## src/rtl/core/sfi_pkg.sv

```systemverilog
`timescale 1ns / 1ps
// ---------------------------------------------------------------------------
// sfi_pkg
// shared constants and types for the first-index substring search block
// ---------------------------------------------------------------------------
package sfi_pkg;

  localparam int PATTERN_MAX = 64;
  localparam int TEXT_MAX    = 256;

  // pattern length / load position: 0 .. PATTERN_MAX
  localparam int PLEN_W = $clog2(PATTERN_MAX + 1);
  // text position: 0 .. TEXT_MAX
  localparam int TPOS_W = $clog2(TEXT_MAX + 1);
  // start index arithmetic, wide enough to compare against the 8-bit ceiling
  localparam int SUM_W  = (TPOS_W > 8) ? TPOS_W : 9;

  localparam int IDX_W  = 8;
  localparam int CH_W   = 8;

  localparam logic [IDX_W-1:0] IDX_SAT = '1;

  typedef enum logic {
    OP_PATTERN = 1'b0,
    OP_TEXT    = 1'b1
  } op_t;

  // per-cycle control broadcast to every cell of the row
  typedef struct packed {
    logic              pat_wr;
    logic [PLEN_W-1:0] load_pos;
    logic              text_step;
    logic              clear;
    logic [CH_W-1:0]   ch;
    logic [PLEN_W-1:0] len;
  } cell_ctl_t;

  typedef struct packed {
    logic             found;
    logic [IDX_W-1:0] first_index;
    logic             too_long;
  } result_t;

endpackage

```

## src/rtl/core/sfi_if.sv

```systemverilog
`timescale 1ns / 1ps
// ---------------------------------------------------------------------------
// sfi_if
// valid/ready channels for input bytes and search results
// ---------------------------------------------------------------------------
interface sfi_in_if;
  logic                      valid;
  logic                      ready;
  logic                      op;
  logic [sfi_pkg::CH_W-1:0]  ch;
  logic                      last;

  modport source (output valid, output op, output ch, output last, input ready);
  modport sink   (input valid, input op, input ch, input last, output ready);
endinterface

interface sfi_out_if;
  logic                      valid;
  logic                      ready;
  logic                      found;
  logic [sfi_pkg::IDX_W-1:0] first_index;
  logic                      too_long;

  modport source (output valid, output found, output first_index, output too_long,
                  input ready);
  modport sink   (input valid, input found, input first_index, input too_long,
                  output ready);
endinterface

```

## src/rtl/core/sfi_cell.sv

```systemverilog
`timescale 1ns / 1ps
// ---------------------------------------------------------------------------
// sfi_cell
// one pattern byte and its prefix match bit of the shift-and vector
// ---------------------------------------------------------------------------
module sfi_cell (
  input  logic                        clk,
  input  logic                        rst,
  input  sfi_pkg::cell_ctl_t          ctl,
  input  logic [sfi_pkg::PLEN_W-1:0]  idx,
  input  logic                        prev_match,
  output logic                        match,
  output logic                        hit
);

  logic [sfi_pkg::CH_W-1:0] pat;
  logic                     match_next;
  logic                     active;

  // cells at or past the pattern length never match
  assign active     = idx < ctl.len;
  assign match_next = prev_match & active & (pat == ctl.ch);
  assign hit        = ctl.text_step & match_next &
                      (sfi_pkg::PLEN_W'(idx + 1'b1) == ctl.len);

  always_ff @(posedge clk) begin
    if (ctl.pat_wr && ctl.load_pos == idx) begin
      pat <= ctl.ch;
    end
  end

  always_ff @(posedge clk) begin
    if (rst) begin
      match <= 1'b0;
    end else if (ctl.clear) begin
      match <= 1'b0;
    end else if (ctl.text_step) begin
      match <= match_next;
    end
  end

endmodule

```

## src/rtl/core/sfi_out_buf.sv

```systemverilog
`timescale 1ns / 1ps
// ---------------------------------------------------------------------------
// sfi_out_buf
// output register plus skid stage for result words
// ---------------------------------------------------------------------------
module sfi_out_buf (
  input  logic              clk,
  input  logic              rst,
  input  logic              r_valid,
  input  sfi_pkg::result_t  r,
  output logic              full,
  sfi_out_if.source         result
);

  logic             out_valid;
  sfi_pkg::result_t out_word;
  logic             skid_valid;
  sfi_pkg::result_t skid_word;

  assign full               = skid_valid;
  assign result.valid       = out_valid;
  assign result.found       = out_word.found;
  assign result.first_index = out_word.first_index;
  assign result.too_long    = out_word.too_long;

  always_ff @(posedge clk) begin
    if (rst) begin
      out_valid  <= 1'b0;
      skid_valid <= 1'b0;
    end else if (!out_valid || result.ready) begin
      if (skid_valid) begin
        out_valid  <= 1'b1;
        skid_valid <= 1'b0;
      end else begin
        out_valid  <= r_valid;
      end
    end else if (r_valid) begin
      skid_valid <= 1'b1;
    end
  end

  always_ff @(posedge clk) begin
    if (!out_valid || result.ready) begin
      out_word <= skid_valid ? skid_word : r;
    end else if (r_valid) begin
      skid_word <= r;
    end
  end

  a_skid_behind_out: assert property (@(posedge clk) disable iff (rst)
    skid_valid |-> out_valid)
    else $error("skid word held with no word in the output register");

  a_no_overrun: assert property (@(posedge clk) disable iff (rst)
    skid_valid |-> !r_valid)
    else $error("result word arrived while both stages were full");

endmodule

```

## src/rtl/core/substring_first_index.sv

```systemverilog
`timescale 1ns / 1ps
// ---------------------------------------------------------------------------
// substring_first_index
// first position of a loaded pattern in each streamed text string
// ---------------------------------------------------------------------------
// result: the word for a string is registered into the output register, or
//   the skid stage if the output stalls, when its last text byte is taken
// throughput: one byte per cycle unless the skid stage holds a result; set by
//   the row of match cells that updates every prefix bit at once
// reset (rst, synchronous): pattern length, positions, match bits and the
//   output stages clear; the stored pattern bytes keep whatever they held
// ---------------------------------------------------------------------------
module substring_first_index (
  input  logic      clk,
  input  logic      rst,
  sfi_in_if.sink    data,
  sfi_out_if.source result
);

  // control registers
  logic [sfi_pkg::PLEN_W-1:0] pattern_length;
  logic [sfi_pkg::PLEN_W-1:0] load_position;
  logic [sfi_pkg::TPOS_W-1:0] text_position;
  logic                       hit_seen;
  logic [sfi_pkg::IDX_W-1:0]  hit_index;
  logic                       overflow;

  logic                       accept;
  logic                       is_pat;
  logic                       is_text;
  logic                       searching;
  logic                       text_step;
  logic                       clear;
  logic                       buf_full;
  logic                       any_hit;
  logic                       hit_now;
  logic [sfi_pkg::PLEN_W-1:0] load_pos_inc;
  logic [sfi_pkg::SUM_W-1:0]  start;
  logic [sfi_pkg::IDX_W-1:0]  start_sat;
  logic                       hit_seen_next;
  logic [sfi_pkg::IDX_W-1:0]  hit_index_next;
  logic                       overflow_next;
  sfi_pkg::cell_ctl_t         ctl;
  sfi_pkg::result_t           r;
  logic                       r_valid;

  logic [sfi_pkg::PATTERN_MAX-1:0] match;
  logic [sfi_pkg::PATTERN_MAX-1:0] hit;

  // a new byte word is taken unless the skid stage holds a result
  assign data.ready = !buf_full;
  assign accept     = data.valid & data.ready;
  assign is_pat     = accept & (data.op == sfi_pkg::OP_PATTERN);
  assign is_text    = accept & (data.op == sfi_pkg::OP_TEXT);

  // bytes past the text limit are not searched, only flagged
  assign searching = text_position < sfi_pkg::TPOS_W'(sfi_pkg::TEXT_MAX);
  assign text_step = is_text & searching;

  // a pattern byte abandons any string in progress; a finished string resets too
  assign clear = is_pat | (is_text & data.last);

  // load position stops counting at the pattern limit, extra bytes dropped
  assign load_pos_inc = (load_position < sfi_pkg::PLEN_W'(sfi_pkg::PATTERN_MAX)) ?
                        sfi_pkg::PLEN_W'(load_position + 1'b1) : load_position;

  always_comb begin
    ctl           = '0;
    ctl.pat_wr    = is_pat & (load_position < sfi_pkg::PLEN_W'(sfi_pkg::PATTERN_MAX));
    ctl.load_pos  = load_position;
    ctl.text_step = text_step;
    ctl.clear     = clear;
    ctl.ch        = data.ch;
    ctl.len       = pattern_length;
  end

  // row of match cells, each fed by its left neighbor's old match bit
  for (genvar i = 0; i < sfi_pkg::PATTERN_MAX; i++) begin : g_cell
    logic prev;
    if (i == 0) begin : g_head
      assign prev = 1'b1;     // every text byte opens a fresh prefix
    end else begin : g_body
      assign prev = match[i-1];
    end
    sfi_cell u_cell (
      .clk        (clk),
      .rst        (rst),
      .ctl        (ctl),
      .idx        (sfi_pkg::PLEN_W'(i)),
      .prev_match (prev),
      .match      (match[i]),
      .hit        (hit[i])
    );
  end

  // only the cell at the pattern end can raise hit, so an or is a select
  assign any_hit = |hit;
  assign hit_now = any_hit & !hit_seen;

  // start of the occurrence ending at this byte, clipped to the 8-bit field
  assign start = sfi_pkg::SUM_W'(text_position) + sfi_pkg::SUM_W'(1) -
                 sfi_pkg::SUM_W'(pattern_length);
  assign start_sat = (start > sfi_pkg::SUM_W'(sfi_pkg::IDX_SAT)) ?
                     sfi_pkg::IDX_SAT : start[sfi_pkg::IDX_W-1:0];

  assign hit_seen_next  = hit_seen | hit_now;
  assign hit_index_next = hit_now ? start_sat : hit_index;
  assign overflow_next  = overflow | (is_text & !searching);

  // result word for the last byte of a string
  assign r_valid       = is_text & data.last;
  assign r.found       = hit_seen_next;
  assign r.first_index = hit_seen_next ? hit_index_next : '0;
  assign r.too_long    = overflow_next;

  always_ff @(posedge clk) begin
    if (rst) begin
      pattern_length <= '0;
      load_position  <= '0;
    end else if (is_pat) begin
      if (data.last) begin
        pattern_length <= load_pos_inc;
        load_position  <= '0;
      end else begin
        pattern_length <= '0;
        load_position  <= load_pos_inc;
      end
    end
  end

  always_ff @(posedge clk) begin
    if (rst) begin
      text_position <= '0;
      hit_seen      <= 1'b0;
      hit_index     <= '0;
      overflow      <= 1'b0;
    end else if (clear) begin
      text_position <= '0;
      hit_seen      <= 1'b0;
      hit_index     <= '0;
      overflow      <= 1'b0;
    end else if (is_text) begin
      if (searching) begin
        text_position <= sfi_pkg::TPOS_W'(text_position + 1'b1);
      end
      hit_seen  <= hit_seen_next;
      hit_index <= hit_index_next;
      overflow  <= overflow_next;
    end
  end

  sfi_out_buf u_out_buf (
    .clk     (clk),
    .rst     (rst),
    .r_valid (r_valid),
    .r       (r),
    .full    (buf_full),
    .result  (result)
  );

  a_pat_clears_text: assert property (@(posedge clk) disable iff (rst)
    is_pat |=> (text_position == '0) && !hit_seen && (match == '0))
    else $error("pattern byte left text state behind");

  a_index_needs_hit: assert property (@(posedge clk) disable iff (rst)
    (hit_index != '0) |-> hit_seen)
    else $error("hit index set without a recorded hit");

  a_hit_sticks: assert property (@(posedge clk) disable iff (rst)
    (hit_now && !clear) |=> hit_seen)
    else $error("hit in mid string was not recorded");

  a_hit_in_range: assert property (@(posedge clk) disable iff (rst)
    any_hit |-> (pattern_length != '0) && text_step)
    else $error("match cell hit with empty pattern or no text step");

endmodule
```

## src/flat_wrapper.sv

```systemverilog
// flat-port wrapper written by rule: the top's interface ports become plain ports
module substring_first_index_flat 
  (clk, rst, data_valid, data_op, data_ch, data_last, data_ready, result_valid, result_found, result_first_index, result_too_long, result_ready);
  sfi_in_if data_i ();
  sfi_out_if result_i ();
  input  logic clk;
  input  logic rst;
  input wire logic [$bits(data_i.valid)-1:0] data_valid;
  input wire logic [$bits(data_i.op)-1:0] data_op;
  input wire logic [$bits(data_i.ch)-1:0] data_ch;
  input wire logic [$bits(data_i.last)-1:0] data_last;
  output wire logic [$bits(data_i.ready)-1:0] data_ready;
  output wire logic [$bits(result_i.valid)-1:0] result_valid;
  output wire logic [$bits(result_i.found)-1:0] result_found;
  output wire logic [$bits(result_i.first_index)-1:0] result_first_index;
  output wire logic [$bits(result_i.too_long)-1:0] result_too_long;
  input wire logic [$bits(result_i.ready)-1:0] result_ready;
  assign data_i.valid = data_valid;
  assign data_i.op = data_op;
  assign data_i.ch = data_ch;
  assign data_i.last = data_last;
  assign data_ready = data_i.ready;
  assign result_valid = result_i.valid;
  assign result_found = result_i.found;
  assign result_first_index = result_i.first_index;
  assign result_too_long = result_i.too_long;
  assign result_i.ready = result_ready;
  substring_first_index u_core (.clk(clk), .rst(rst), .data(data_i), .result(result_i));
endmodule
```

## config.mk

```make
export PLATFORM = sky130hd
export DESIGN_NAME = substring_first_index_flat
export DESIGN_NICKNAME = d
export VERILOG_FILES = /design/src/rtl/core/sfi_pkg.sv /design/src/rtl/core/sfi_if.sv /design/src/rtl/core/sfi_cell.sv /design/src/rtl/core/sfi_out_buf.sv /design/src/rtl/core/substring_first_index.sv /design/src/flat_wrapper.sv
export SDC_FILE = /design/constraint.sdc
export NUM_CORES = 1
export LEC_CHECK = 0
export BUFFER_PORTS_ARGS = -buffer_cell sky130_fd_sc_hd__buf_2
export CORE_ASPECT_RATIO = 0.6
export CORE_MARGIN = 3
export CORE_UTILIZATION = 50
export CTS_CLUSTER_SIZE = 20
export DETAILED_ROUTE_END_ITERATION = 8
export PLACE_DENSITY_LB_ADDON = 0.08
export SYNTH_ARGS = -nofsm -noshare
export SYNTH_HDL_FRONTEND = slang
export SYNTH_SLANG_ARGS = --single-unit
```

## constraint.sdc

```tcl
create_clock -name clk -period 7.8 [get_ports clk]
set_input_delay 1.56 -clock clk [delete_from_list [all_inputs] [get_ports clk]]
set_output_delay 1.56 -clock clk [all_outputs]
set_load 0.02 [all_outputs]
```

==> results by group <==
Critical path
  – Crit Path Category: in2reg
  – Critical-path cell list: buf_2, and4bb_2, buf_12, nand2_2, nor4_1, a22oi_1, a31oi_1, a2111oi_4, a41oi_4, mux2i_1, nor2_1
  – CP max-delay cell: nor4_1
  – Endpoint class of the critical path: register
  – CP max FO: between 40 and 50
  – Crit path launch type: input port
  – Critical Path AT: 5.45 ns
  – WP data required: 8.26 ns
  – Max stage delay on crit path: 0.96 ns

Layout
  – Final Instance Area: 32,600 um^2
  – Commonest non-fill, non-tap cells in the layout: edfxtp_1, xnor2_1, nor2_1, nand2_1, nand3_1
  – Share of cells above drive strength 1: between 8 and 9%
  – Final nets: between 2,000 and 2,500
  – Fillers: 4,836
  – Most common cell after layout, fill and taps aside: edfxtp_1
  – Area Growth Syn to Fin: 9.56%

Clock network
  – Setup repair bufs after CTS: 0
  – CTS sink cnt: 630
  – Post_cts resized: 0
  – H-Tree Depth: 2
  – Post-CTS Hold Buffers: 0
  – CTS tree: yes
  – CTS buffer count: 57
  – Root Driver: clkbuf_16
  – Clock buffer depth: 3
  – Worst-Skew Late Latency: 0.64 ns
  – Clock slew seen by the registers of the worst setup and hold paths: about 0.060 ns

Place
  – Dpl hpwl: around 61,000 um
  – Port Buffers: 25
  – DP Area: 30,600 um^2
  – Global placer's final weighted congestion: 0.955

STA
  – Final Max Tran Viols: 0
  – Fmax: 201 MHz
  – Endpoints failing hold: 0
  – Fin Clk Skew: 0.0241 ns
  – Final period util: approximately 64%
  – RSZ-0062 raised after global routing: false
  – Final setup fails: 0
  – Worst slew pin tran: 1.32 ns
  – Post-Route Setup TNS: 0 ns
  – Fin Hold WS: 0.459 ns
  – Slew margin rel.: 11.1%
  – Clock period minus worst slack: 4.99 ns

Pwr
  – Total chip power: 6.97 mW
  – Switching pwr: between 1.5 and 2 mW
  – Power share of the sequential group: 52.4%
  – VDD IR max: 0.163 mV
  – Static leakage: 9.53 nW
  – Power share of the combinational group: 5.8%
  – P_int: 5.41 mW
  – Switching portion of total power: between 20% and 30%
  – Pwr dens: 214 nW/um^2
  – Clock network fraction of design power: a little over two fifths

GRT
  – Largest net degree at the start of global routing: 83
  – Initial antenna violation count: 2
  – First-pass GRT wire length: 131,000 um
  – Total gr overflow: 0
  – GRT Total Usage: about 29%
  – Vias in the first global route: 18,767

Flow run
  – Max Cap Viol: 0

Synthesis
  – Netlist cell types: 79
  – Mean area per synthesized cell: 12.3 um^2
  – #FFs+latches synth: 630
  – Syn Inst Count: 2,420
  – Post-synth EDFFs: 532
  – Cell area after synthesis: 29,700 um^2
  – Ys flop type: edfxtp_1
  – Seq/Total Area, Yosys: 60.3%
  – Ys Warns: 0
  – FFs w/ async S/R, synth: 0%
  – Synthesized Nets: between 2,000 and 2,500

Run status
  – Outcome: completed

Routing
  – DR pass1 iterations: 6
  – Drt wl/cell: 27.8 um
  – Drt total wl: 90,200 um
  – Average vias per placed instance: around 6.2
  – Starting DRT DRC Count: approximately 2,900
  – Via count: 20,140
  – Remaining antenna violation count: 0
  – Post-route DRC: 0

Die
  – Starting Density: 51.2%
  – Chip width: 321 um
  – Die ar.: 62,500 um^2
  – IO Pins: 26
  – Row cnt: slightly below 70
  – Core region area: about 58,000 um^2
  – Die height: 195 um

Hold path
  – Worst Hold Class: reg2reg
==> metal layers <==
| metal | global-route usage (%) | up-vias | share of wire (%) |
|---|---|---|---|
| met4 | 7.62 | 0 | 2.6 |
| met2 | 35.5 | 1111 | 38 |
| met5 | 0 | - | 0 |
| met1 | 44.5 | 9919 | 46 |
| met3 | 12.1 | 172 | 14 |
| li1 | - | 8938 | - |
==> worst paths after layout <==
check / startpoint / slack [ns] / to / cells past startpoint
setup / recovery: data_valid / 2.81 / u_core.hit_index[4] / 11
hold / removal: u_core.g_cell[62].u_cell.match / 0.46 / u_core.g_cell[62].u_cell.match / 2
setup reg to reg: u_core.pattern_length[2] / 2.87 / u_core.u_out_buf.result.first_index[4] / 12
hold reg to reg: u_core.g_cell[62].u_cell.match / 0.46 / u_core.g_cell[62].u_cell.match / 2
==> synth_stat cells, types with 7 or more instances <==
cell type    n  area [um^2]
a31oi_1     14         87.6
dfxtp_1     98         1960
and2_1       8         50.1
o21ai_0     21          105
buf_2       62          310
nor3_1      52          260
edfxtp_1   532        16000
mux2i_1      8         80.1
xnor2_1    508         4450
xor2_1      26          228
inv_1       17         63.8
or4_1        8         60.1
nor2b_1     10         62.6
a21oi_1     77          385
or3_1        7         43.8
nand3_1    132          661
o2111ai_1   10         87.6
nor4_1      85          532
a32oi_1      7         61.3
a22oi_1     37          278
nand2_1    144          541
nand4_1    121          757
buf_4       26          195
ha_1        12          150
and3_1      12         75.1
nor2_1     181          679
clkbuf_1    45          169
o211ai_1    45          338
==> flip-flops by register name, summed over array words and instances (netlist names) <==
name / count
u_core.u_out_buf.result.first_index: 8
u_core.g_cell.u_cell.pat: 512
u_core.u_out_buf.full: 1
u_core.pattern_length: 7
u_core.hit_seen: 1
u_core.u_out_buf.result.found: 1
u_core.load_position: 7
u_core.u_out_buf.result.valid: 1
u_core.text_position: 9
u_core.g_cell.u_cell.match: 63
u_core.hit_index: 8
u_core.u_out_buf.result.too_long: 1
u_core.overflow: 1
u_core.u_out_buf.skid_word: 10
==> stage by stage <==
stage,util (%),std cells,worst slack (ns)
floorplan,-,2420,3.96
global placement,52.7,3128,2.34
detailed placement,52.7,3128,2.31
CTS,56.0,3236,2.98
global route,56.0,3236,2.54
finish,56.1,3238,2.81
==> layout make-up <==
type	instances	area [um^2]	area share, %
Multi-Input combinational cell	1630	11000	33.8
Sequential cell	630	17900	55.1
Clock inverter	31	288	0.883
Tap cell	770	963	2.96
Inverter	19	71.3	0.219
Antenna cell	2	5.00	0.0154
Timing Repair Buffer	79	656	2.01
Clock buffer	77	1630	5.02
==> logic make-up (layout without fill, tap and decap cells) <==
kind of cell    count (synthesis)  after routing  share of synthesized area [%]
mux                            11             11                          0.383
compound gates                264            264                           6.29
simple gates                  808            808                           14.0
xor+xnor                      534            534                           15.7
flops                         630            630                           60.3
fa+ha+maj                      13             13                          0.572
other cells                     0              2                              0
buf+inv                       160            206                           2.68
==> power groups by stage <==
stage / clock, mW / sequential (mW) / combinational [mW]
2_1_floorplan: 0 / 3.73 / 0.254
3_3_place_gp: 0 / 3.72 / 0.396
3_5_place_dp: 0 / 3.72 / 0.399
4_1_cts: 2.95 / 3.65 / 0.401
5_1_grt: 3.09 / 3.65 / 0.433
6_report: 2.92 / 3.65 / 0.403
==> worst max-delay path: cells and delay by family <==
kind                   cells  cell delay, ns
muxes                      1            0.28
AOI/OAI and AO/OA          4            1.20
buffers and inverters      2            0.46
and+or+nand+nor            4            1.89
(Power assumes the default switching activity.)
